--- src/rtl/scs_pkg.sv ---
// ----------------------------------------------------------------------------
// scs_pkg
// Shared types, fixed-point constants and the cordic angle table for the
// schwarzschild connection coefficient block.
// ----------------------------------------------------------------------------
package scs_pkg;

    // cordic datapath widths: x/y in q1.30 with headroom, z in q32 radians
    localparam int XW = 34;
    localparam int ZW = 36;

    // angle constants in q3.28
    localparam logic signed [33:0] Q28_PI       = 34'sd843314857;
    localparam logic signed [33:0] Q28_NEG_PI   = -34'sd843314857;
    localparam logic signed [33:0] Q28_HALF     = 34'sd421657428;
    localparam logic signed [33:0] Q28_NEG_HALF = -34'sd421657428;
    localparam logic signed [33:0] Q28_TWO_PI   = 34'sd1686629713;

    localparam logic signed [XW-1:0] CORDIC_GAIN = 34'sd652032874;
    localparam logic signed [XW-1:0] ONE_Q30     = 34'sd1073741824;
    localparam logic signed [XW-1:0] NEG_ONE_Q30 = -34'sd1073741824;
    localparam logic signed [31:0]   EPS_Q30     = 32'sd11;

    localparam logic [63:0] POS_MAX  = 64'h7FFF_FFFF_FFFF_FFFF;
    localparam logic [63:0] NEG_MIN  = 64'h8000_0000_0000_0000;
    localparam logic [31:0] RS_RESET = 32'd131072;

    // divider geometry
    localparam int NUM_W = 128;
    localparam int DEN_W = 96;
    localparam int QUO_W = 64;

    // coordinate index codes
    localparam logic [1:0] IDX_T  = 2'd0;
    localparam logic [1:0] IDX_R  = 2'd1;
    localparam logic [1:0] IDX_TH = 2'd2;
    localparam logic [1:0] IDX_PH = 2'd3;

    typedef enum logic [1:0] {
        ST_OK,
        ST_OVERFLOW,
        ST_DIV_ZERO
    } status_t;

    typedef enum logic [3:0] {
        OP_ZERO,
        OP_T_TR,
        OP_R_RR,
        OP_R_TT,
        OP_R_THTH,
        OP_R_PHPH,
        OP_INV_R,
        OP_TH_PHPH,
        OP_COT
    } op_t;

    // classified request as it leaves the front end
    typedef struct packed {
        op_t                   op;
        logic [31:0]           radius;
        logic [31:0]           rs;
        logic [31:0]           diff;
        logic                  r_gt_s;
        logic                  r_lt_s;
        logic                  r_zero;
        logic                  diff_zero;
        logic                  flip;
        logic signed [ZW-1:0]  angle;
    } item_t;

    function automatic logic signed [ZW-1:0] atan_q32(input int unsigned i);
        logic signed [ZW-1:0] v;
        case (i)
            0:  v = 36'sd3373259426;
            1:  v = 36'sd1991351318;
            2:  v = 36'sd1052175346;
            3:  v = 36'sd534100635;
            4:  v = 36'sd268086748;
            5:  v = 36'sd134174063;
            6:  v = 36'sd67103403;
            7:  v = 36'sd33553749;
            8:  v = 36'sd16777131;
            9:  v = 36'sd8388597;
            10: v = 36'sd4194303;
            default:
            begin
                if (i <= 32)
                begin
                    v = ZW'(64'd1 << (32 - i));
                end
                else
                begin
                    v = '0;
                end
            end
        endcase
        return v;
    endfunction

endpackage

--- src/rtl/scs_channels.sv ---
// ----------------------------------------------------------------------------
// scs channels
// Valid/ready request and response channels of the coefficient block.
// ----------------------------------------------------------------------------
interface scs_req_if;
    logic               valid;
    logic               ready;
    logic [1:0]         upper_index;
    logic [1:0]         lower_index_a;
    logic [1:0]         lower_index_b;
    logic [31:0]        radius;
    logic signed [31:0] polar_angle;

    modport source (
        output valid, upper_index, lower_index_a, lower_index_b, radius, polar_angle,
        input  ready
    );
    modport sink (
        input  valid, upper_index, lower_index_a, lower_index_b, radius, polar_angle,
        output ready
    );
endinterface


--- src/rtl/scs_front.sv ---
// ----------------------------------------------------------------------------
// scs_front
// Accepts requests, orders the lower indices, classifies the coefficient and
// reduces the polar angle into the cordic range.
// ----------------------------------------------------------------------------
module scs_front (
    input  logic            clk,
    input  logic            rst_n,
    scs_req_if.sink         req,
    input  logic [31:0]     rs,
    output scs_pkg::item_t  item,
    output logic            item_valid,
    input  logic            item_ready
);
    import scs_pkg::*;

    logic              valid_reg;
    logic              valid_next;
    item_t             item_reg;
    item_t             item_next;
    logic              accept;
    logic [1:0]        lo;
    logic [1:0]        hi;
    op_t               op;
    logic signed [33:0] a0;
    logic signed [33:0] a1;
    logic signed [33:0] a2;
    logic signed [33:0] a3;
    logic              flip;

    assign req.ready  = !valid_reg || item_ready;
    assign accept     = req.valid && req.ready;
    assign item       = item_reg;
    assign item_valid = valid_reg;

    // symmetric in the lower pair
    always_comb
    begin
        if (req.lower_index_a > req.lower_index_b)
        begin
            lo = req.lower_index_b;
            hi = req.lower_index_a;
        end
        else
        begin
            lo = req.lower_index_a;
            hi = req.lower_index_b;
        end
    end

    always_comb
    begin
        unique case ({req.upper_index, lo, hi}) inside
            {IDX_T, IDX_T, IDX_R}:                        op = OP_T_TR;
            {IDX_R, IDX_R, IDX_R}:                        op = OP_R_RR;
            {IDX_R, IDX_T, IDX_T}:                        op = OP_R_TT;
            {IDX_R, IDX_TH, IDX_TH}:                      op = OP_R_THTH;
            {IDX_R, IDX_PH, IDX_PH}:                      op = OP_R_PHPH;
            {IDX_TH, IDX_R, IDX_TH}, {IDX_PH, IDX_R, IDX_PH}: op = OP_INV_R;
            {IDX_TH, IDX_PH, IDX_PH}:                     op = OP_TH_PHPH;
            {IDX_PH, IDX_TH, IDX_PH}:                     op = OP_COT;
            default:                                      op = OP_ZERO;
        endcase
    end

    // wrap into [-pi, pi], then fold into [-pi/2, pi/2]
    always_comb
    begin
        a0 = {{2{req.polar_angle[31]}}, req.polar_angle};
        a1 = (a0 > Q28_PI) ? a0 - Q28_TWO_PI : a0;
        a2 = (a1 < Q28_NEG_PI) ? a1 + Q28_TWO_PI : a1;
        if (a2 > Q28_HALF)
        begin
            a3   = Q28_PI - a2;
            flip = 1'b1;
        end
        else if (a2 < Q28_NEG_HALF)
        begin
            a3   = Q28_NEG_PI - a2;
            flip = 1'b1;
        end
        else
        begin
            a3   = a2;
            flip = 1'b0;
        end
    end

    always_comb
    begin
        item_next = item_reg;
        if (accept)
        begin
            item_next.op        = op;
            item_next.radius    = req.radius;
            item_next.rs        = rs;
            item_next.diff      = (req.radius >= rs) ? req.radius - rs : rs - req.radius;
            item_next.r_gt_s    = req.radius > rs;
            item_next.r_lt_s    = req.radius < rs;
            item_next.r_zero    = req.radius == 32'd0;
            item_next.diff_zero = req.radius == rs;
            item_next.flip      = flip;
            item_next.angle     = ZW'(a3) <<< 4;
        end
    end

    always_comb
    begin
        if (accept)
        begin
            valid_next = 1'b1;
        end
        else if (item_ready)
        begin
            valid_next = 1'b0;
        end
        else
        begin
            valid_next = valid_reg;
        end
    end

    always_ff @(posedge clk or negedge rst_n)
    begin
        if (!rst_n)
        begin
            valid_reg <= 1'b0;
        end
        else
        begin
            valid_reg <= valid_next;
        end
    end

    always_ff @(posedge clk)
    begin
        item_reg <= item_next;
    end

endmodule

--- src/flat_wrapper.sv ---
// flat-port wrapper written by rule: the top's interface ports become plain ports
module scs_front_flat import scs_pkg::*;
  (clk, rst_n, rs, item, item_valid, item_ready, req_valid, req_upper_index, req_lower_index_a, req_lower_index_b, req_radius, req_polar_angle, req_ready);
  scs_req_if req_i ();
  input  logic clk;
  input  logic rst_n;
  input  logic [31:0] rs;
  output scs_pkg::item_t item;
  output logic item_valid;
  input  logic item_ready;
  input wire logic [$bits(req_i.valid)-1:0] req_valid;
  input wire logic [$bits(req_i.upper_index)-1:0] req_upper_index;
  input wire logic [$bits(req_i.lower_index_a)-1:0] req_lower_index_a;
  input wire logic [$bits(req_i.lower_index_b)-1:0] req_lower_index_b;
  input wire logic [$bits(req_i.radius)-1:0] req_radius;
  input wire logic [$bits(req_i.polar_angle)-1:0] req_polar_angle;
  output wire logic [$bits(req_i.ready)-1:0] req_ready;
  assign req_i.valid = req_valid;
  assign req_i.upper_index = req_upper_index;
  assign req_i.lower_index_a = req_lower_index_a;
  assign req_i.lower_index_b = req_lower_index_b;
  assign req_i.radius = req_radius;
  assign req_i.polar_angle = req_polar_angle;
  assign req_ready = req_i.ready;
  scs_front u_core (.clk(clk), .rst_n(rst_n), .req(req_i), .rs(rs), .item(item), .item_valid(item_valid), .item_ready(item_ready));
endmodule
--- config.mk ---
export PLATFORM = sky130hd
export DESIGN_NAME = scs_front_flat
export DESIGN_NICKNAME = d
export VERILOG_FILES = /design/src/rtl/scs_pkg.sv /design/src/rtl/scs_channels.sv /design/src/rtl/scs_front.sv /design/src/flat_wrapper.sv
export SDC_FILE = /design/constraint.sdc
export NUM_CORES = 1
export LEC_CHECK = 0
export ABC_CLOCK_PERIOD_IN_PS = 5850
export BUFFER_PORTS_ARGS = -buffer_cell sky130_fd_sc_hd__buf_4
export CORE_UTILIZATION = 51
export DETAILED_ROUTE_END_ITERATION = 6
export PLACE_DENSITY = 0.81
export SLEW_MARGIN = 10
export SYNTH_ARGS = -nofsm -noshare
export SYNTH_HDL_FRONTEND = slang
export SYNTH_SLANG_ARGS = --single-unit
--- constraint.sdc ---
create_clock -name clk -period 5.85 [get_ports clk]
set_input_delay 0.8775 -clock clk [delete_from_list [all_inputs] [get_ports clk]]
set_output_delay 0.8775 -clock clk [all_outputs]
set_load 0.05 [all_outputs]
# --- Word level (Yosys, flattened, before mapping) ---
# Index checks and enable logic that the tools add are counted.
op_classes:
  n_addsub: 6
  n_lt_le_gt_ge: 8
  eq_ne: 10
  mux: 11
  n_reduce_logical: 6
ops:
  columns: ["op", "count"]
  rows:
  - ["$mux W32", 3]
  - ["$mux W34", 2]
  - ["$sub A31 B32 Y32 const A", 2]
  - ["$sub A32 B32 Y32", 2]
  - ["$add A34 B32 Y34 const B", 1]
  - ["$gt A34 B30 Y1 const B", 1]
  - ["$lt A34 B30 Y1 const B", 1]
  - ["$lt A34 B31 Y1 const B", 1]
  - ["$sub A32 B32 Y33 const B", 1]
  - ["$eq A32 B32 Y1", 1]
  - ["$ge A32 B32 Y1", 1]
  - ["$gt A32 B31 Y1 const B", 1]
  - ["$gt A32 B32 Y1", 1]
  - ["$logic_not A32 Y1", 1]
  - ["$lt A32 B32 Y1", 1]
  - ["$pmux W4 S8", 1]
  - ["$eq A6 B5 Y1 const B", 4]
  - ["$eq A6 B6 Y1 const B", 4]
  - ["$eq A6 B1 Y1 const B", 1]
  - ["$mux W2", 2]
  - ["$mux W1", 3]
  - ["$gt A2 B2 Y1", 1]
  - ["$reduce_bool A2 Y1", 1]
  - ["$reduce_or A2 Y1", 1]
  - ["3 further kinds", 3]
totals:
  reg_bits: 138
  inputBits: 106
  out_inout_bits: 143

# --- Logic depth before layout (Yosys ltp) ---
logic_depth:
  depth_word: 7
  mapped_depth: 32
  mapped_depth_nobuf: 27

# --- Worst setup path before layout ---
# OpenSTA, ideal clock, no wires.
synth_path:
  kind: "input to register"
  startpoint: "input port req_polar_angle[0]"
  endpoint: "register u_core.item_reg (netlist bit u_core.item[7]), data pin"
  arrival_time_ns: 7.280
  required_time_ns: 5.583
  setup_slack_ns: -1.697
  path_stages: 30
  cell_sequence: "clkbuf_1 inv_1 ha_1 nand2b_1 a31oi_1 o31ai_1 a21oi_1 buf_6 nor2_1 clkbuf_1 nor2_1 a21oi_1 ha_1 clkbuf_1 nand2_1 a211oi_1 o22ai_1 mux2i_1 o32a_1 o21ai_1 a21oi_1 or4b_1 a2111oi_2 a21oi_2 nor4b_4 nand4_4 a31o_1 or2_1 or3_1 xnor2_1"
synth_via:
  elab_chain_len: 7
  word_cells_on_any_way: 12
synth_lines:
  columns: ["element", "line_no", "rtl"]
  rows:
  - ["start, declared", "flat_wrapper.sv:16", "input wire logic [$bits(req_i.polar_angle)-1:0] req_polar_angle;"]
  - ["$sub A32 B32 Y33 or $gt A32 B31 Y1 (tied branches)", "scs_front.sv:70", "a1 = (a0 > Q28_PI) ? a0 - Q28_TWO_PI : a0;"]
  - ["$mux W34 *", "scs_front.sv:70", null]
  - ["$add A34 B32 Y34 or $lt A34 B31 Y1 (tied branches)", "scs_front.sv:71", "a2 = (a1 < Q28_NEG_PI) ? a1 + Q28_TWO_PI : a1;"]
  - ["$mux W34 *", "scs_front.sv:71", null]
  - ["$sub A31 B32 Y32 or $lt A34 B30 Y1 (tied branches)", "scs_front.sv:79, scs_front.sv:77", null]
  - ["$mux W32", "scs_front.sv:77", "else if (a2 < Q28_NEG_HALF)"]
  - ["$mux W32 *", "scs_front.sv:72", "if (a2 > Q28_HALF)"]
  - ["named net u_core.a3[3]", "scs_front.sv:28", "logic signed [33:0] a3;"]
  - ["end signal, assigned", "scs_front.sv:137", "item_reg <= item_next;"]
  - ["end, declared", "scs_front.sv:19", "item_t item_reg;"]
# The timed path passes the listed nets; every way through them passes the cells marked *.
# A chain may end at the register's enable or synchronous reset.

# --- Worst setup path in the final report ---
layout_path:
  startpoint: "input port req_polar_angle[28]"
  endpoint: "register u_core.item_reg (netlist bit u_core.item[6]), data pin"
layout_via:
  elab_chain_len: 7
  word_cells_on_any_way: 12
layout_lines:
  columns: ["element", "line_no"]
  rows:
  - ["$sub A32 B32 Y33 or $gt A32 B31 Y1 (tied branches)", "scs_front.sv:70"]
  - ["$mux W34 *", "scs_front.sv:70"]
  - ["$add A34 B32 Y34 or $lt A34 B31 Y1 (tied branches)", "scs_front.sv:71"]
  - ["$mux W34 *", "scs_front.sv:71"]
  - ["$lt A34 B30 Y1 or $sub A31 B32 Y32 (tied branches)", "scs_front.sv:77, scs_front.sv:79"]
  - ["$mux W32", "scs_front.sv:77"]
  - ["$mux W32 *", "scs_front.sv:72"]
  - ["named net u_core.a3[2]", "scs_front.sv:28"]
# Marked as above.

==> flow_summary.json <==
{
  "hold_viol": 0,
  "critPathMaxFanout": 7,
  "clk_latency_ps": 420,
  "cts_sinks": 138,
  "cp-startpoint": "req_polar_angle[28]",
  "switching_power_mw": 1.97,
  "p_leak_nw": 8.52,
  "num_rows": 59,
  "reg2reg_slack_ps": 3330,
  "synth-seq-area-share": 0.303,
  "die-area_um2": 27400,
  "wl_per_cell_um": 19.6,
  "fin_cells": 2483,
  "nets": 2313,
  "synth.most_common_cell": "edfxtp_1",
  "fillers": 1879,
  "antenna_found_initial": 0,
  "portBuffers": 244,
  "grt_pass1_wl_um": 74800,
  "hold_slack_ps": 220,
  "worstMarginPinSlew_ps": 1180,
  "relSlewSlack": 0.212,
  "critPathCaptureType": "flop",
  "synth.distinct_cells": 115,
  "first_global_vias": 14700,
  "clock_power_share": 0.229,
  "cts_buffers": 17,
  "yosys_warnings": 0,
  "synth_area_um2": 13600,
  "period_needed_ps": 6140,
  "drc": 58,
  "fp.dieW_um": 166,
  "cp.required_ps": 6010,
  "tns_ps": -4890,
  "path_clk_slew_ps": 70,
  "multiInputGateArea_um2": 9090,
  "cts_tree": "done",
  "status": "finished, violations left",
  "register_area_um2": 4140,
  "violations": "DRC, setup timing",
  "max_freq_mhz": 163,
  "pin_count": 249,
  "cp_data_arrival_time_ps": 6300,
  "worst_slack_ps": -289,
  "dpl.cell_count": 2431,
  "postRouteAntennaNets": 0,
  "power.density_nw_per_um2": 254,
  "sw_frac_of_total": 0.397,
  "routed_via_density": 6.12,
  "die_h_um": 166,
  "power_frac_comb": 0.510,
  "dpl_worst_slack_ps": -1090,
  "ir_drop_uv": 202,
  "start_util": 0.522,
  "synth_common_cells": "137 x edfxtp_1, 117 x nor2_1, 113 x a21oi_1",
  "rsz0062_at_grt": "yes",
  "final_util": 0.749,
  "first_iter_violations": 1778,
  "worstSetupPathType": "input port to flop",
  "drive_gt1_frac": 0.379,
  "finalCritPeriodShare": 1.05,
  "wl_um": 48600,
  "largest_reg_flops": 137,
  "antennaDiodeCount": 0,
  "p_int_mw": 2.99,
  "syn-instance-count": 1566,
  "rr_startpoint": "u_core.item_valid",
  "cts_buffer_depth": 2,
  "synth_seq_cells": 138,
  "start_kind": "input port",
  "synth_top_area_frac": 0.302,
  "seq_power_share": 0.261,
  "finalSetupViolations": 30,
  "grt_use_total": 0.346,
  "cts_root_buf": "clkbuf_16",
  "ys.flop_type": "edfxtp_1",
  "maxCapViolations": 0,
  "synth.largest_area_cell": "edfxtp_1",
  "finClkSkew_ps": 7.74,
  "synth-async-reset-ratio": 0.00725,
  "syn_avg_cell_area_um2": 8.71,
  "synth_area_leaders": "edfxtp_1 30%, ha_1 6.4%, xnor2_1 5.6%, a21oi_1 4.1%, nor2_1 3.2%",
  "hold_path_class": "input port to async pin",
  "slew_viol_final": 0,
  "grt_overflow_total": 0,
  "synth_edf_count": 137,
  "core_um2": 26100,
  "synthToLayoutAreaGrowth_pct": 43.4,
  "vias": 15200,
  "htree_levels": 4,
  "grt_max_degree": 91,
  "dp_hpwl_um": 37800,
  "drtPass1Iterations": 7,
  "place_congestion": 0.948
}
==> power by group through the flow <==
stage | Combinational (mW) | Sequential [mW] | Clock [mW]
final | 2.53 | 1.29 | 1.14
after global routing | 2.68 | 1.30 | 1.18
after CTS | 2.43 | 1.29 | 1.14
after detailed placement | 2.36 | 1.31 | 0
after global placement | 2.31 | 1.31 | 0
after floorplan | 1.08 | 1.68 | 0
==> routing by layer <==
layer / global-route usage / vias to the layer above / routed length, µm
met2: 0.628 / 853 / 24400
li1: - / 7036 / -
met3: 0.0465 / 206 / 3610
met4: 0.184 / 0 / 2660
met1: 0.390 / 7096 / 18000
met5: 0 / - / 0
==> logic make-up after synthesis <==
| group | after synthesis | share of synthesized area |
|---|---|---|
| simple gates | 504 | 0.202 |
| compound gates | 507 | 0.261 |
| mux | 29 | 0.0221 |
| flops | 138 | 0.303 |
| other cells | 1 | 0.000275 |
| xor+xnor | 122 | 0.0794 |
| fa+ha+maj | 72 | 0.0671 |
| buf+inv | 193 | 0.0649 |
==> per-stage QoR <==
| stage | cell area (µm²) | total power, mW |
|---|---|---|
| after floorplan | 13800 | 2.76 |
| after global placement | 18400 | 3.62 |
| after detailed placement | 18400 | 3.68 |
| after CTS | 19400 | 4.87 |
| after global routing | 19600 | 5.16 |
| final | 19600 | 4.96 |
==> final cells by class <==
class                           count  share of cell area
Multi-Input combinational cell   1238               0.465
Timing Repair Buffer              643               0.252
Sequential cell                   138               0.212
Clock buffer                       18              0.0219
Tap cell                          335              0.0214
Inverter                           97              0.0186
Clock inverter                     14             0.00946
==> cells in the final DEF (no fill, tap or decap), drive strengths merged, types with 18 or more instances in the layout <==
cell,instances
a21o,41
inv,102
nor2b,20
ha,70
or3,18
nand4,24
xnor2,90
buf,643
nand3,33
nor4,47
o211ai,19
edfxtp,137
a21oi,116
nor2,118
nor3,45
nand2,96
a211oi,25
o21ai,89
a31oi,33
clkbuf,18
xor2,32
mux2i,20
==> path summary, 6_finish.rpt <==
check | endpoint | cells after the start
worst max register to register | u_core.item[32] | 3
max in group asynchronous | u_core.item_valid | 1
worst max-delay path | u_core.item[6] | 28
worst min register to register | u_core.item_valid | 2
min in group clk | u_core.item_valid | 2
worst min-delay path | u_core.item_valid | 1
==> repair_timing <==
item / CTS / global route
endpoints found under the setup margin: 33 / 34
gates resized for setup: 45 / 31
gates cloned: 1 / 0
hold buffers: 0 / 0
buffers inserted: 15 / 4
pin swaps: 31 / 15
==> worst max-delay path, cell delays in order <==
cell and delay, ps:
buf_6 70, nand4_1 170, or3_4 440, nor3_4 230
a21oi_2 110, nor2_4 290, xnor2_4 160, inv_2 70
ha_4 170, and3_4 170, o21ai_2 100, o21ai_1 100
o22ai_2 180, mux2i_2 120, o32a_1 380, o21ai_2 190
a21oi_1 100, or3b_1 380, nor4_2 200, o22ai_2 200
nor4b_4 340, nand4_4 150, a31o_1 230, buf_6 130
nor2_4 190, buf_6 170, mux2i_4 260, xnor2_2 90
No activity file was read; power rests on OpenSTA's default activity.
