==> config.mk <==
export PLATFORM = sky130hd
export DESIGN_NAME = scs_queue
export DESIGN_NICKNAME = d
export VERILOG_FILES = /design/src/rtl/scs_pkg.sv /design/src/rtl/scs_queue.sv
export SDC_FILE = /design/constraint.sdc
export NUM_CORES = 1
export LEC_CHECK = 0
export BUFFER_PORTS_ARGS = -buffer_cell sky130_fd_sc_hd__clkbuf_2
export CORE_MARGIN = 3
export CORE_UTILIZATION = 25
export DETAILED_ROUTE_END_ITERATION = 8
export PLACE_DENSITY = 0.5
export SETUP_SLACK_MARGIN = 0.1
export SYNTH_ARGS = -nofsm -noshare
export SYNTH_HDL_FRONTEND = slang
export SYNTH_SLANG_ARGS = --single-unit
export TNS_END_PERCENT = 20
==> constraint.sdc <==
create_clock -name clk -period 10.11 [get_ports clk]
set_input_delay 1.011 -clock clk [delete_from_list [all_inputs] [get_ports clk]]
set_output_delay 1.011 -clock clk [all_outputs]
set_load 0.1 [all_outputs]
==> src/rtl/scs_pkg.sv <==
// ----------------------------------------------------------------------------
// scs_pkg
// Shared types, fixed-point constants and the cordic angle table for the
// schwarzschild connection coefficient block.
// ----------------------------------------------------------------------------
package scs_pkg;

    // cordic datapath widths: x/y in q1.30 with headroom, z in q32 radians
    localparam int XW = 34;
    localparam int ZW = 36;

    // angle constants in q3.28
    localparam logic signed [33:0] Q28_PI       = 34'sd843314857;
    localparam logic signed [33:0] Q28_NEG_PI   = -34'sd843314857;
    localparam logic signed [33:0] Q28_HALF     = 34'sd421657428;
    localparam logic signed [33:0] Q28_NEG_HALF = -34'sd421657428;
    localparam logic signed [33:0] Q28_TWO_PI   = 34'sd1686629713;

    localparam logic signed [XW-1:0] CORDIC_GAIN = 34'sd652032874;
    localparam logic signed [XW-1:0] ONE_Q30     = 34'sd1073741824;
    localparam logic signed [XW-1:0] NEG_ONE_Q30 = -34'sd1073741824;
    localparam logic signed [31:0]   EPS_Q30     = 32'sd11;

    localparam logic [63:0] POS_MAX  = 64'h7FFF_FFFF_FFFF_FFFF;
    localparam logic [63:0] NEG_MIN  = 64'h8000_0000_0000_0000;
    localparam logic [31:0] RS_RESET = 32'd131072;

    // divider geometry
    localparam int NUM_W = 128;
    localparam int DEN_W = 96;
    localparam int QUO_W = 64;

    // coordinate index codes
    localparam logic [1:0] IDX_T  = 2'd0;
    localparam logic [1:0] IDX_R  = 2'd1;
    localparam logic [1:0] IDX_TH = 2'd2;
    localparam logic [1:0] IDX_PH = 2'd3;

    typedef enum logic [1:0] {
        ST_OK,
        ST_OVERFLOW,
        ST_DIV_ZERO
    } status_t;

    typedef enum logic [3:0] {
        OP_ZERO,
        OP_T_TR,
        OP_R_RR,
        OP_R_TT,
        OP_R_THTH,
        OP_R_PHPH,
        OP_INV_R,
        OP_TH_PHPH,
        OP_COT
    } op_t;

    // classified request as it leaves the front end
    typedef struct packed {
        op_t                   op;
        logic [31:0]           radius;
        logic [31:0]           rs;
        logic [31:0]           diff;
        logic                  r_gt_s;
        logic                  r_lt_s;
        logic                  r_zero;
        logic                  diff_zero;
        logic                  flip;
        logic signed [ZW-1:0]  angle;
    } item_t;

    function automatic logic signed [ZW-1:0] atan_q32(input int unsigned i);
        logic signed [ZW-1:0] v;
        case (i)
            0:  v = 36'sd3373259426;
            1:  v = 36'sd1991351318;
            2:  v = 36'sd1052175346;
            3:  v = 36'sd534100635;
            4:  v = 36'sd268086748;
            5:  v = 36'sd134174063;
            6:  v = 36'sd67103403;
            7:  v = 36'sd33553749;
            8:  v = 36'sd16777131;
            9:  v = 36'sd8388597;
            10: v = 36'sd4194303;
            default:
            begin
                if (i <= 32)
                begin
                    v = ZW'(64'd1 << (32 - i));
                end
                else
                begin
                    v = '0;
                end
            end
        endcase
        return v;
    endfunction

endpackage

==> src/rtl/scs_queue.sv <==
// ----------------------------------------------------------------------------
// scs_queue
// Two-entry queue between the front end and the arithmetic back end.
// ----------------------------------------------------------------------------
module scs_queue (
    input  logic            clk,
    input  logic            rst_n,
    input  logic            push_valid,
    input  scs_pkg::item_t  push_item,
    output logic            push_ready,
    output logic            pop_valid,
    output scs_pkg::item_t  pop_item,
    input  logic            pop_ready
);
    import scs_pkg::*;

    item_t      mem_reg [2];
    logic       wr_ptr_reg;
    logic       wr_ptr_next;
    logic       rd_ptr_reg;
    logic       rd_ptr_next;
    logic [1:0] count_reg;
    logic [1:0] count_next;
    logic       push;
    logic       pop;

    assign push_ready = count_reg != 2'd2;
    assign pop_valid  = count_reg != 2'd0;
    assign push       = push_valid && push_ready;
    assign pop        = pop_valid && pop_ready;
    assign pop_item   = mem_reg[rd_ptr_reg];

    always_comb
    begin
        wr_ptr_next = push ? ~wr_ptr_reg : wr_ptr_reg;
        rd_ptr_next = pop ? ~rd_ptr_reg : rd_ptr_reg;
        count_next  = count_reg + 2'(push) - 2'(pop);
    end

    always_ff @(posedge clk or negedge rst_n)
    begin
        if (!rst_n)
        begin
            wr_ptr_reg <= 1'b0;
            rd_ptr_reg <= 1'b0;
            count_reg  <= 2'd0;
        end
        else
        begin
            wr_ptr_reg <= wr_ptr_next;
            rd_ptr_reg <= rd_ptr_next;
            count_reg  <= count_next;
        end
    end

    always_ff @(posedge clk)
    begin
        if (push)
        begin
            mem_reg[wr_ptr_reg] <= push_item;
        end
    end

endmodule

# Yosys cells after proc, flatten, opt, wreduce, memory -nomap -nowiden

Memory sizes are Yosys's and may differ from the RTL's.
Cells that the tools add are included.

Bits in registers: 4
Bits in writable memories: 282
Input bits: 145
Output and inout port bits: 143
Logic and storage cells: 14
Memories: 1

$add $sub $neg: 2
Equality and inequality tests: 1
Muxes and demuxes: 2
Bitwise gates (word level): 2
Reduce and logical (&&, ||, !) cells: 3

Memories:

| memory  | words | width | rd ports | clocked after memory_dff | wr ports | RTL line        | source |
|---|---|---|---|---|---|---|---|
| mem_reg | 2     | 141   | 1        | 0                        | 1        | scs_queue.sv:17 | `item_t mem_reg [2];` |

Operator list:

| cell                                        | number |
|---|---|
| 2-bit by 1-bit adder with 2-bit output      | 1 |
| 1-bit logical AND                           | 2 |
| 1-bit 2-to-1 mux                            | 2 |
| 2-bit != test, second input constant        | 1 |
| 1-bit inverter                              | 2 |
| 2-bit nonzero test                          | 1 |
| 2-bit by 1-bit subtractor with 2-bit output | 1 |

# Logic depth before layout (Yosys ltp)

Gate-level depths: netlist of run 1.

Word-level depth: 4
Depth in mapped cells: 7
Mapped depth without buffers: 7

# Least setup slack after synthesis of run 1

Ideal clock, no wire load.

Path kind: reg-to-reg
Start: reg count_reg[0]
End: mem mem_reg[0][0] in the netlist's numbering, enable pin
Setup time: 0.644 ns
Arrival: 7.300 ns
Required time: 9.466 ns
Setup slack: 2.166 ns
Cell stages (with the launch flop): 4
Buffers on the path: 0
Clock period less this slack: 7.944 ns
Cells stage by stage: dfrtp_1 > nand2b_1 > nand2_1 > nor2_1

Longest elaborated chain between the ends: 4

RTL lines:

| what                                   | RTL line        | source |
|---|---|---|
| start: declaration                     | scs_queue.sv:22 | `logic [1:0] count_reg;` |
| start signal: assignment               | scs_queue.sv:52 | `count_reg <= count_next;` |
| 2-bit != test                          | scs_queue.sv:27 | `assign push_ready = count_reg != 2'd2;` |
| net push_ready                         | scs_queue.sv:10 | `output logic push_ready,` |
| 1-bit logical AND                      | scs_queue.sv:29 | `assign push = push_valid && push_ready;` |
| 1-bit 2-to-1 mux                       | scs_queue.sv:58 | `if (push)` |
| 1-bit 2-to-1 mux (not written as such) | scs_queue.sv:60 | `mem_reg[wr_ptr_reg] <= push_item;` |
| end: declaration                       | scs_queue.sv:17 |  |

The timed path passes the listed nets, and every way through them passes these cells.

==> reports/metrics.csv, run 1 <==
stage;metric;value;unit
logic_synthesis;ys_seq_elements;286;
floorplan;fp.dieW;213;um
sta;fin_skew;0.0150;ns
setup_path;start_kind;flop;
detailed_routing;drtIter0Drc;224;
global_routing;grt_pass1_vias;5742;
setup_path;worstSetupEndpointType;output pin;
sta;tns;0;ns
job;max_cap_violations;0;
final_layout;largest_reg_flops;282;
logic_synthesis;syn_inst;456;
logic_synthesis;syn_area;0.0107;mm^2
detailed_routing;first_pass_iters;4;
global_routing;grt_usage;9.81;%
final_layout;nets;916;
logic_synthesis;synth-compound-area-share;0;%
floorplan;die_area;0.0453;mm^2
placed_design;place_hpwl;14700;um
clock_network;htree_levels;2;
detailed_routing;routedWlPerCell;17.0;um
detailed_routing;via_per_inst;3.98;
clock_network;cts_setup_buffers;0;
clock_network;clock_path_buffers;3;
sta;setup-violations-final;0;
clock_network;root_buffer;clkbuf_16;
logic_synthesis;synth.mux.area_fraction;17.7;%
floorplan;num_io_pins;288;
setup_path;crit_arrival;3.06;ns
hold_path;hp-class;primary input to asynchronous set/reset pin;
logic_synthesis;synth_adder_area_share;0.234;%
sta;drv_slew;0;
logic_synthesis;synthXorXnorAreaFrac;0.328;%
detailed_routing;vias;5315;
clock_network;cts_sinks;286;
global_routing;antenna_found_initial;2;
global_routing;grt_max_degree;73;
clock_network;cts_inserted_buffers;34;
clock_network;holdBufCountCts;0;
detailed_routing;ant_nets;0;
sta;max_slew_margin;28.9;%
detailed_routing;routed_wl;22700;um
floorplan;fp.dieH;213;um
clock_network;clkLatencyLatePin;0.52;ns
setup_path;crit_type;flop to output pin;
logic_synthesis;ys_warn_count;0;
sta;rsz0062_at_grt;false;
floorplan;start_util;25.4;%
detailed_routing;drc_errors;0;
logic_synthesis;yosysTopAreaCellShare;79.2;%
placed_design;place_congestion;0.659;
logic_synthesis;synth_top_family_by_area;multiplexers;
floorplan;rows;75;
final_layout;drive_gt1_share;61.7;%
logic_synthesis;synthDistinctLibCells;16;
sta;hold_viol_final;0;
logic_synthesis;ys_seq_area_share;80.1;%
sta;max_clock_freq;246;MHz
setup_path;worstRegToRegCells;4;
setup_path;crit_fanout;50;
logic_synthesis;synth_top_cell_by_area;edfxtp_1;
sta;final.period_utilization;40.3;%
floorplan;core_area;0.0421;mm^2
sta;worst_pin_slew;1.07;ns
sta;final.min_clock_period;4.07;ns
logic_synthesis;synthSimpleGateAreaFrac;0.304;%
clock_network;clk_pin_slew;0.05;ns
logic_synthesis;syn_area_per_cell;23.5;um^2
setup_path;required;9.10;ns
global_routing;gr-total-overflow;0;
placed_design;io_buffer_count;287;
final_layout;area_growth;29.4;%
clock_network;cts_resized;0;
logic_synthesis;syn_nets;603;
run_status;status;finished clean;
global_routing;grt_pass1_wl;33400;um
clock_network;cts_tree;yes;
logic_synthesis;synthTopCellsByArea;edfxtp_1 79%, mux2_4 11%, mux2_2 6.4%, buf_6 1.1%, dfrtp_1 0.94%;
==> worst paths after layout <==
kind	from	endpoint	slack [ns]
setup / recovery	rd_ptr_reg	pop_item[23]	6.04
hold / removal	rst_n	wr_ptr_reg	0.30
setup reg to reg	count_reg[1]	mem_reg[0][87]	7.76
hold reg to reg	count_reg[0]	count_reg[0]	0.54
max in group asynchronous	rst_n	rd_ptr_reg	9.66
min in group clk	count_reg[0]	count_reg[0]	0.54
==> cells in the final DEF, fill, tap and decap left out, types with 2 or more instances in the layout <==
master	synthesis	layout
diode_2	0	2
clkbuf_1	0	7
dfrtp_1	4	3
bufinv_16	0	2
clkbuf_8	0	3
clkinv_1	0	2
buf_4	0	6
clkinvlp_4	0	2
clkinv_2	0	7
clkbuf_2	0	287
xnor2_1	3	3
ha_1	2	2
edfxtp_1	282	282
mux2_2	61	61
clkbuf_16	0	37
mux2_4	80	80
==> critical path, cell delays in order, from the launching register on <==
cell      delay (ns)
dfrtp_4         0.85
buf_4           0.85
mux2_2          0.41
clkbuf_2        0.37
==> metrics by stage <==
step / hold WS [ns] / cell area, um^2 / worst slack [ns] / util (%) / instances
finish: 0.296 / 13800 / 6.04 / 32.8 / 1334
global route: 0.257 / 13800 / 5.84 / 32.8 / 1332
CTS: 0.243 / 13800 / 5.90 / 32.8 / 1332
detailed placement: 0.511 / 12700 / 6.49 / 30.2 / 1272
global placement: 0.501 / 12700 / 6.48 / 30.2 / 1272
floorplan: 0.461 / 10700 / 2.17 / - / 456
==> Yosys cell counts <==
cell      count
edfxtp_1    282
mux2_4       80
mux2_2       61
buf_6        10
buf_2         6
dfrtp_1       4
xnor2_1       3
ha_1          2
and2_1        1
and3_1        1
inv_1         1
nand2_1       1
nand2b_1      1
nor2_1        1
or2_2         1
xor2_1        1
==> metal layers <==
layer,up-vias,GRT usage (%),wire length [um]
li1,2455,-,-
met1,2626,10.9,8800
met2,187,16.0,11000
met3,43,4.42,2170
met4,4,4.82,726
met5,-,0,27
==> kinds of logic after synthesis <==
logic type               Yosys count
flip-flops                       286
AND/OR/NAND/NOR                    6
XOR/XNOR                           4
multiplexers                     141
buffers and inverters             17
adder cells (fa/ha/maj)            2
==> final cells by class <==
cell class	instances	area, um^2
tap	539	674
inverter	1	3.75
clock inverter	13	118
sequential	286	8570
multi-input combinational	153	1990
timing repair buffer	293	1480
fill	4092	28300
antenna	2	5.00
clock buffer	47	993
Power of run 1 is not shown: default switching activity piles up to over one toggle a cycle in this logic, so the estimate is an artifact.
==> run 2: changes to the inputs <==
--- a/config.mk
+++ b/config.mk
@@ -9,7 +9,7 @@
 export CORE_MARGIN = 3
 export CORE_UTILIZATION = 25
 export DETAILED_ROUTE_END_ITERATION = 8
-export PLACE_DENSITY = 0.5
+export PLACE_DENSITY = 0.52
 export SETUP_SLACK_MARGIN = 0.1
 export SYNTH_ARGS = -nofsm -noshare
 export SYNTH_HDL_FRONTEND = slang
==> constraint.sdc (replaced) <==
create_clock -name clk -period 3.4 [get_ports clk]
set_input_delay 0.34 -clock clk [delete_from_list [all_inputs] [get_ports clk]]
set_output_delay 0.34 -clock clk [all_outputs]
set_load 0.1 [all_outputs]
==> run 2 against run 1 <==
Against the previous run: first-iteration DRC count is 37% higher; clock-buffer cell count is 1 higher; core utilization is 3.9 points higher.
==> reports/metrics.csv, run 2 (synthesis results as in run 1) <==
stage;metric;value;unit
final_layout;multi_input_area;0.00201;mm^2
hold_path;hp-class;primary input to flop;
setup_path;path_buf_inv;2;
setup_path;crit_fanout;36;
final_layout;nets;1068;
global_routing;met3_usage;3.51;%
clock_network;clkLatencyLatePin;0.52;ns
final_layout;largest_reg_flops;282;
final_layout;area_growth;44.9;%
detailed_routing;first_pass_iters;5;
global_routing;met2_usage;17.1;%
global_routing;grt_pass1_wl;35800;um
setup_path;worstSetupEndpointType;output pin;
final_layout;seq_area;0.00857;mm^2
clock_network;cts_setup_buffers;0;
detailed_routing;drc_errors;0;
setup_path;start_kind;flop;
placed_design;io_buffer_count;287;
setup_path;crit_type;flop to output pin;
final_layout;fill_cells;3966;
detailed_routing;vias;5943;
sta;fin_skew;0.0105;ns
global_routing;met1_usage;12.4;%
setup_path;worstRegToRegCells;4;
floorplan;die_area;0.0453;mm^2
global_routing;grt-busiest-layer;met2;
clock_network;clk_pin_slew;0.06;ns
sta;drv_slew;0;
setup_path;r2r_slack;1.42;ns
detailed_routing;routed_wl;23800;um
floorplan;start_util;25.4;%
sta;worst_pin_slew;0.886;ns
detailed_routing;ant_nets;0;
placed_design;placedCellCount;1283;
setup_path;worst-path-stages;3;
final_layout;final_common_cell;clkbuf_2;
detailed_routing;drtIter0Drc;307;
sta;rsz0062_at_grt;false;
floorplan;fp.dieW;213;um
global_routing;grt_pass1_vias;6397;
clock_network;root_buffer;clkbuf_16;
hold_path;holdPathStages;1;
setup_path;crit_arrival;2.48;ns
sta;final.period_utilization;83.0;%
sta;final.min_clock_period;2.82;ns
global_routing;grt_max_degree;60;
sta;tns;0;ns
floorplan;core_area;0.0421;mm^2
sta;hold_viol_final;0;
detailed_routing;via_per_inst;4.00;
setup_path;crit_family;flip-flops;
sta;max_clock_freq;355;MHz
global_routing;grt_usage;10.3;%
setup_path;cpPeakStageDelay;0.85;ns
global_routing;antenna_found_initial;0;
floorplan;rows;75;
setup_path;required;3.06;ns
placed_design;place_congestion;0.676;
sta;setup-violations-final;0;
detailed_routing;routedWlPerCell;16.0;um
clock_network;htree_levels;2;
placed_design;pre_cts_ws;1.08;ns
sta;max_slew_margin;40.8;%
final_layout;finalNonFillerCells;1485;
clock_network;cts_tree;yes;
clock_network;cts_sinks;286;
job;max_cap_violations;0;
floorplan;fp.dieH;213;um
final_layout;drive_gt1_share;52.7;%
floorplan;num_io_pins;288;
setup_path;slowest_stage;dfrtp_4;
global_routing;gr-total-overflow;0;
setup_path;worstPathCellList;buf_12 -> mux2_2 -> clkbuf_2;
clock_network;clock_path_buffers;3;
final_layout;final_core_util;36.8;%
clock_network;cts_inserted_buffers;34;
final_layout;layout_common_cells;287 x clkbuf_2, 282 x edfxtp_1, 141 x dlygate4sd3_1;
run_status;status;finished clean;
sta;setup_slack;0.580;ns
placed_design;place_hpwl;15500;um
[run 2: changes by cell type in the layout (fill, tap and decap cells not counted), sizes merged]
cell / previous run / this run
dlygate4sd3: 0 / 141
buf: 6 / 17
bufinv: 2 / 4
clkinv: 9 / 7
clkinvlp: 2 / 0
clkbuf: 334 / 335
diode: 2 / 1
inv: 1 / 2
[run 2: per-stage QoR]
step / hold slack (ns) / cell area, um^2
3_3_place_gp: 0.159 / 12900
6_report: 0.0544 / 15500
5_1_grt: 0.0228 / 15500
3_5_place_dp: 0.159 / 12900
4_1_cts: 0.0111 / 15500
2_1_floorplan: 0.0444 / 10700
[run 2: path summary, 6_finish.rpt]
check	from	end
setup / recovery	rd_ptr_reg	pop_item[140]
hold / removal	push_item[96]	mem_reg[0][96]
setup reg to reg	count_reg[1]	mem_reg[0][93]
hold reg to reg	count_reg[0]	count_reg[0]
max in group asynchronous	rst_n	rd_ptr_reg
min in group asynchronous	rst_n	count_reg[1]
[run 2: area by class of cell]
class / instances / share of cell area [%]
Clock inverter: 12 / 1.03
Antenna cell: 1 / 0.0162
Sequential cell: 286 / 55.3
Timing Repair Buffer: 445 / 19.8
Multi-Input combinational cell: 153 / 13.0
Tap cell: 539 / 4.35
Clock buffer: 48 / 6.44
Inverter: 1 / 0.0242
[run 2: per-layer routing]
metal	up-vias	wire, um
met4	0	661
met1	2934	9900
met5	-	0
met2	203	11600
met3	46	1650
li1	2760	-
[run 2: what timing repair did]
item / in CTS / in global routing
hold buffers: 141 / 0
setup endpoints to repair: 0 / 0
endpoints found under the hold margin: 284 / 0
resized for setup: 0 / 0
Power of run 2 is left out for the same reason.
==> run 3: changes to the inputs <==
--- a/config.mk
+++ b/config.mk
@@ -5,11 +5,12 @@
 export SDC_FILE = /design/constraint.sdc
 export NUM_CORES = 1
 export LEC_CHECK = 0
+export ABC_AREA = 1
 export BUFFER_PORTS_ARGS = -buffer_cell sky130_fd_sc_hd__clkbuf_2
 export CORE_MARGIN = 3
 export CORE_UTILIZATION = 25
 export DETAILED_ROUTE_END_ITERATION = 8
-export PLACE_DENSITY = 0.52
+export PLACE_DENSITY = 0.5
 export SETUP_SLACK_MARGIN = 0.1
 export SYNTH_ARGS = -nofsm -noshare
 export SYNTH_HDL_FRONTEND = slang
==> constraint.sdc (replaced) <==
create_clock -name clk -period 2.75 [get_ports clk]
set_input_delay 0.275 -clock clk [delete_from_list [all_inputs] [get_ports clk]]
set_output_delay 0.275 -clock clk [all_outputs]
set_load 0.1 [all_outputs]
==> run 3 against run 2 <==
Against the previous run: sequential share of layout area fell by 5.4 points; synthesized area fell by 1.8%; core utilization rose by 4.9 points; flip-flop and latch count did not move; clock skew rose by 0.0056 ns; design area rose by 11%; worst setup slack got worse by 0.16 ns; die area fell by 1.7%; synthesized cell count rose by 68%; first-iteration DRC count fell by 0.98%; register-to-register slack got worse by 0.35 ns.
==> reports/metrics.csv, run 3 <==
stage;metric;value;unit
detailed_routing;via_per_inst;4.03;
logic_synthesis;syn_inst;768;
floorplan;num_io_pins;288;
job;max_cap_violations;0;
global_routing;grt_pass1_vias;7393;
final_layout;layout_common_cells;434 x nand2_1, 282 x edfxtp_1, 150 x buf_12;
logic_synthesis;synth-edff-count;282;
logic_synthesis;synth_top_family_by_area;simple AND/OR/NAND/NOR gates;
clock_network;root_buffer;clkbuf_16;
clock_network;cts_resized;0;
sta;tns;0;ns
hold_path;hold_start;push_valid;
clock_network;clk_pin_slew;0.06;ns
hold_path;holdPathEnd;wr_ptr_reg;
floorplan;fp.dieW;211;um
clock_network;clkLatencyLatePin;0.56;ns
logic_synthesis;ys_warn_count;0;
logic_synthesis;yosysTopAreaCellShare;80.6;%
hold_path;holdPathStages;3;
setup_path;worstRegToRegCells;4;
setup_path;path_buf_inv;3;
logic_synthesis;syn_nets;915;
hold_path;hp-class;primary input to flop;
sta;max_clock_freq;429;MHz
floorplan;fp.dieH;211;um
setup_path;start_kind;flop;
logic_synthesis;synth_adder_area_share;0.238;%
detailed_routing;drc_errors;0;
logic_synthesis;yosysMostFrequentCell;nand2_1;
logic_synthesis;synth.mux.area_fraction;0;%
floorplan;core_area;0.0412;mm^2
logic_synthesis;synthArstFlopShare;1.40;%
clock_network;cts_sinks;286;
detailed_routing;drtIter0Drc;304;
logic_synthesis;syn_area_per_cell;13.7;um^2
logic_synthesis;synthXorXnorAreaFrac;0;%
sta;final.min_clock_period;2.33;ns
clock_network;holdBufCountCts;143;
sta;rsz0062_at_grt;false;
floorplan;start_util;25.5;%
placed_design;place_hpwl;16900;um
clock_network;cts_tree;yes;
placed_design;io_buffer_count;287;
setup_path;slowest_stage;dfrtp_4;
final_layout;multi_input_area;0.00172;mm^2
sta;hold_slack;0.0286;ns
final_layout;largest_reg_flops;282;
detailed_routing;routed_wl;26600;um
sta;setup-violations-final;0;
final_layout;drive_gt1_share;28.0;%
global_routing;gr-total-overflow;0;
floorplan;die_area;0.0445;mm^2
logic_synthesis;syn_area;0.0105;mm^2
final_layout;seq_area;0.00857;mm^2
global_routing;antenna_found_initial;3;
detailed_routing;vias;7116;
final_layout;final_common_cell;nand2_1;
detailed_routing;first_pass_iters;4;
setup_path;r2r_start;count_reg[1];
logic_synthesis;synthFlopType;edfxtp_1;
setup_path;worstPathCellList;inv_4 -> buf_12 -> nand2_1 -> nand2_1 -> buf_12;
final_layout;area_growth;63.5;%
setup_path;r2r_end;mem_reg[1][129];
final_layout;finalNonFillerCells;1767;
final_layout;fill_cells;3782;
sta;drv_slew;0;
final_layout;nets;1357;
logic_synthesis;ys_seq_area_share;81.6;%
clock_network;clock_path_buffers;3;
clock_network;cts_setup_buffers;0;
global_routing;grt_max_degree;96;
setup_path;crit_arrival;2.06;ns
sta;max_slew_margin;59.4;%
sta;hold_viol_final;0;
setup_path;cpPeakStageDelay;0.50;ns
sta;final.period_utilization;84.8;%
setup_path;crit_fanout;59;
logic_synthesis;synthTopCellsByArea;edfxtp_1 81%, nand2_1 16%, buf_6 1.1%, buf_2 0.95%, dfrtp_1 0.95%;
setup_path;crit_type;flop to output pin;
setup_path;crit_family;buffers and inverters;
global_routing;grt_pass1_wl;40800;um
setup_path;required;2.48;ns
logic_synthesis;synth-compound-area-share;0;%
logic_synthesis;ys_top_cells_by_count;436 x nand2_1, 282 x edfxtp_1, 20 x buf_2;
floorplan;rows;74;
setup_path;worstSetupEndpointType;output pin;
placed_design;place_congestion;0.694;
run_status;status;finished clean;
logic_synthesis;synth_top_cell_by_area;edfxtp_1;
detailed_routing;routedWlPerCell;15.1;um
global_routing;grt_usage;11.6;%
setup_path;r2r_slack;1.07;ns
logic_synthesis;synthSimpleGateAreaFrac;15.8;%
detailed_routing;ant_nets;0;
logic_synthesis;ys_seq_elements;286;
sta;fin_skew;0.0161;ns
clock_network;cts_inserted_buffers;30;
sta;worst_pin_slew;0.609;ns
clock_network;htree_levels;1;
placed_design;placedCellCount;1567;
logic_synthesis;synthDistinctLibCells;11;
run 3: changes by cell type in the layout (fill, tap and decap cells not counted), moves of 3 or more:
cell	change
mux2_2	-61
clkbuf_1	+8
mux2_4	-80
clkbuf_16	-6
xnor2_1	-3
inv_1	+5
buf_4	-7
nand2_1	+434
buf_12	+142
clkbuf_2	-141
clkinv_1	-3
run 3: worst max-delay path by stage:
| stage | startpoint | cells after the start | slack [ns] | end |
|---|---|---|---|---|
| 2_1_floorplan | count_reg[1] | 3 | -0.47 | mem_reg[1][0] |
| 3_3_place_gp | rd_ptr_reg | 5 | 0.99 | pop_item[129] |
| 3_5_place_dp | rd_ptr_reg | 5 | 0.98 | pop_item[129] |
| 4_1_cts | rd_ptr_reg | 5 | 0.36 | pop_item[129] |
| 5_1_grt | rd_ptr_reg | 5 | 0.30 | pop_item[70] |
| 6_report | rd_ptr_reg | 5 | 0.42 | pop_item[70] |
run 3: stage by stage:
step                worst slack (ns)  utilization [%]  instance area (um^2)
floorplan                     -0.472                -                 10600
global placement               0.989             35.8                 14800
detailed placement             0.982             35.8                 14800
CTS                            0.363             41.7                 17200
global route                   0.303             41.7                 17200
finish                         0.419             41.7                 17200
run 3: worst register-to-register path, cell delays in order, from the launching register on:
cell,delay (ns)
dfrtp_2,0.45
nand2_8,0.09
nand2_4,0.06
nor2_4,0.37
buf_12,0.34
run 3: layout make-up:
type	count	area share (%)
antenna	1	0.0146
inverter	9	0.233
sequential	286	49.9
multi-input combinational	442	10.0
clock buffer	51	5.19
clock inverter	5	0.568
tap	532	3.88
timing repair buffer	441	30.2
run 3: logic make-up after synthesis:
group                    after synthesis
AND/OR/NAND/NOR                      440
buffers and inverters                 40
adder cells (fa/ha/maj)                2
flip-flops                           286
run 3: routing by layer:
| metal | vias up | global-route usage [%] | share of wire [%] |
|---|---|---|---|
| met3 | 46 | 4.52 | 9.9 |
| met5 | - | 0 | 0.075 |
| met2 | 243 | 19.2 | 47 |
| met1 | 3330 | 14.2 | 41 |
| met4 | 4 | 3.39 | 2.4 |
| li1 | 3493 | - | - |
Power of run 3 is left out for the same reason.
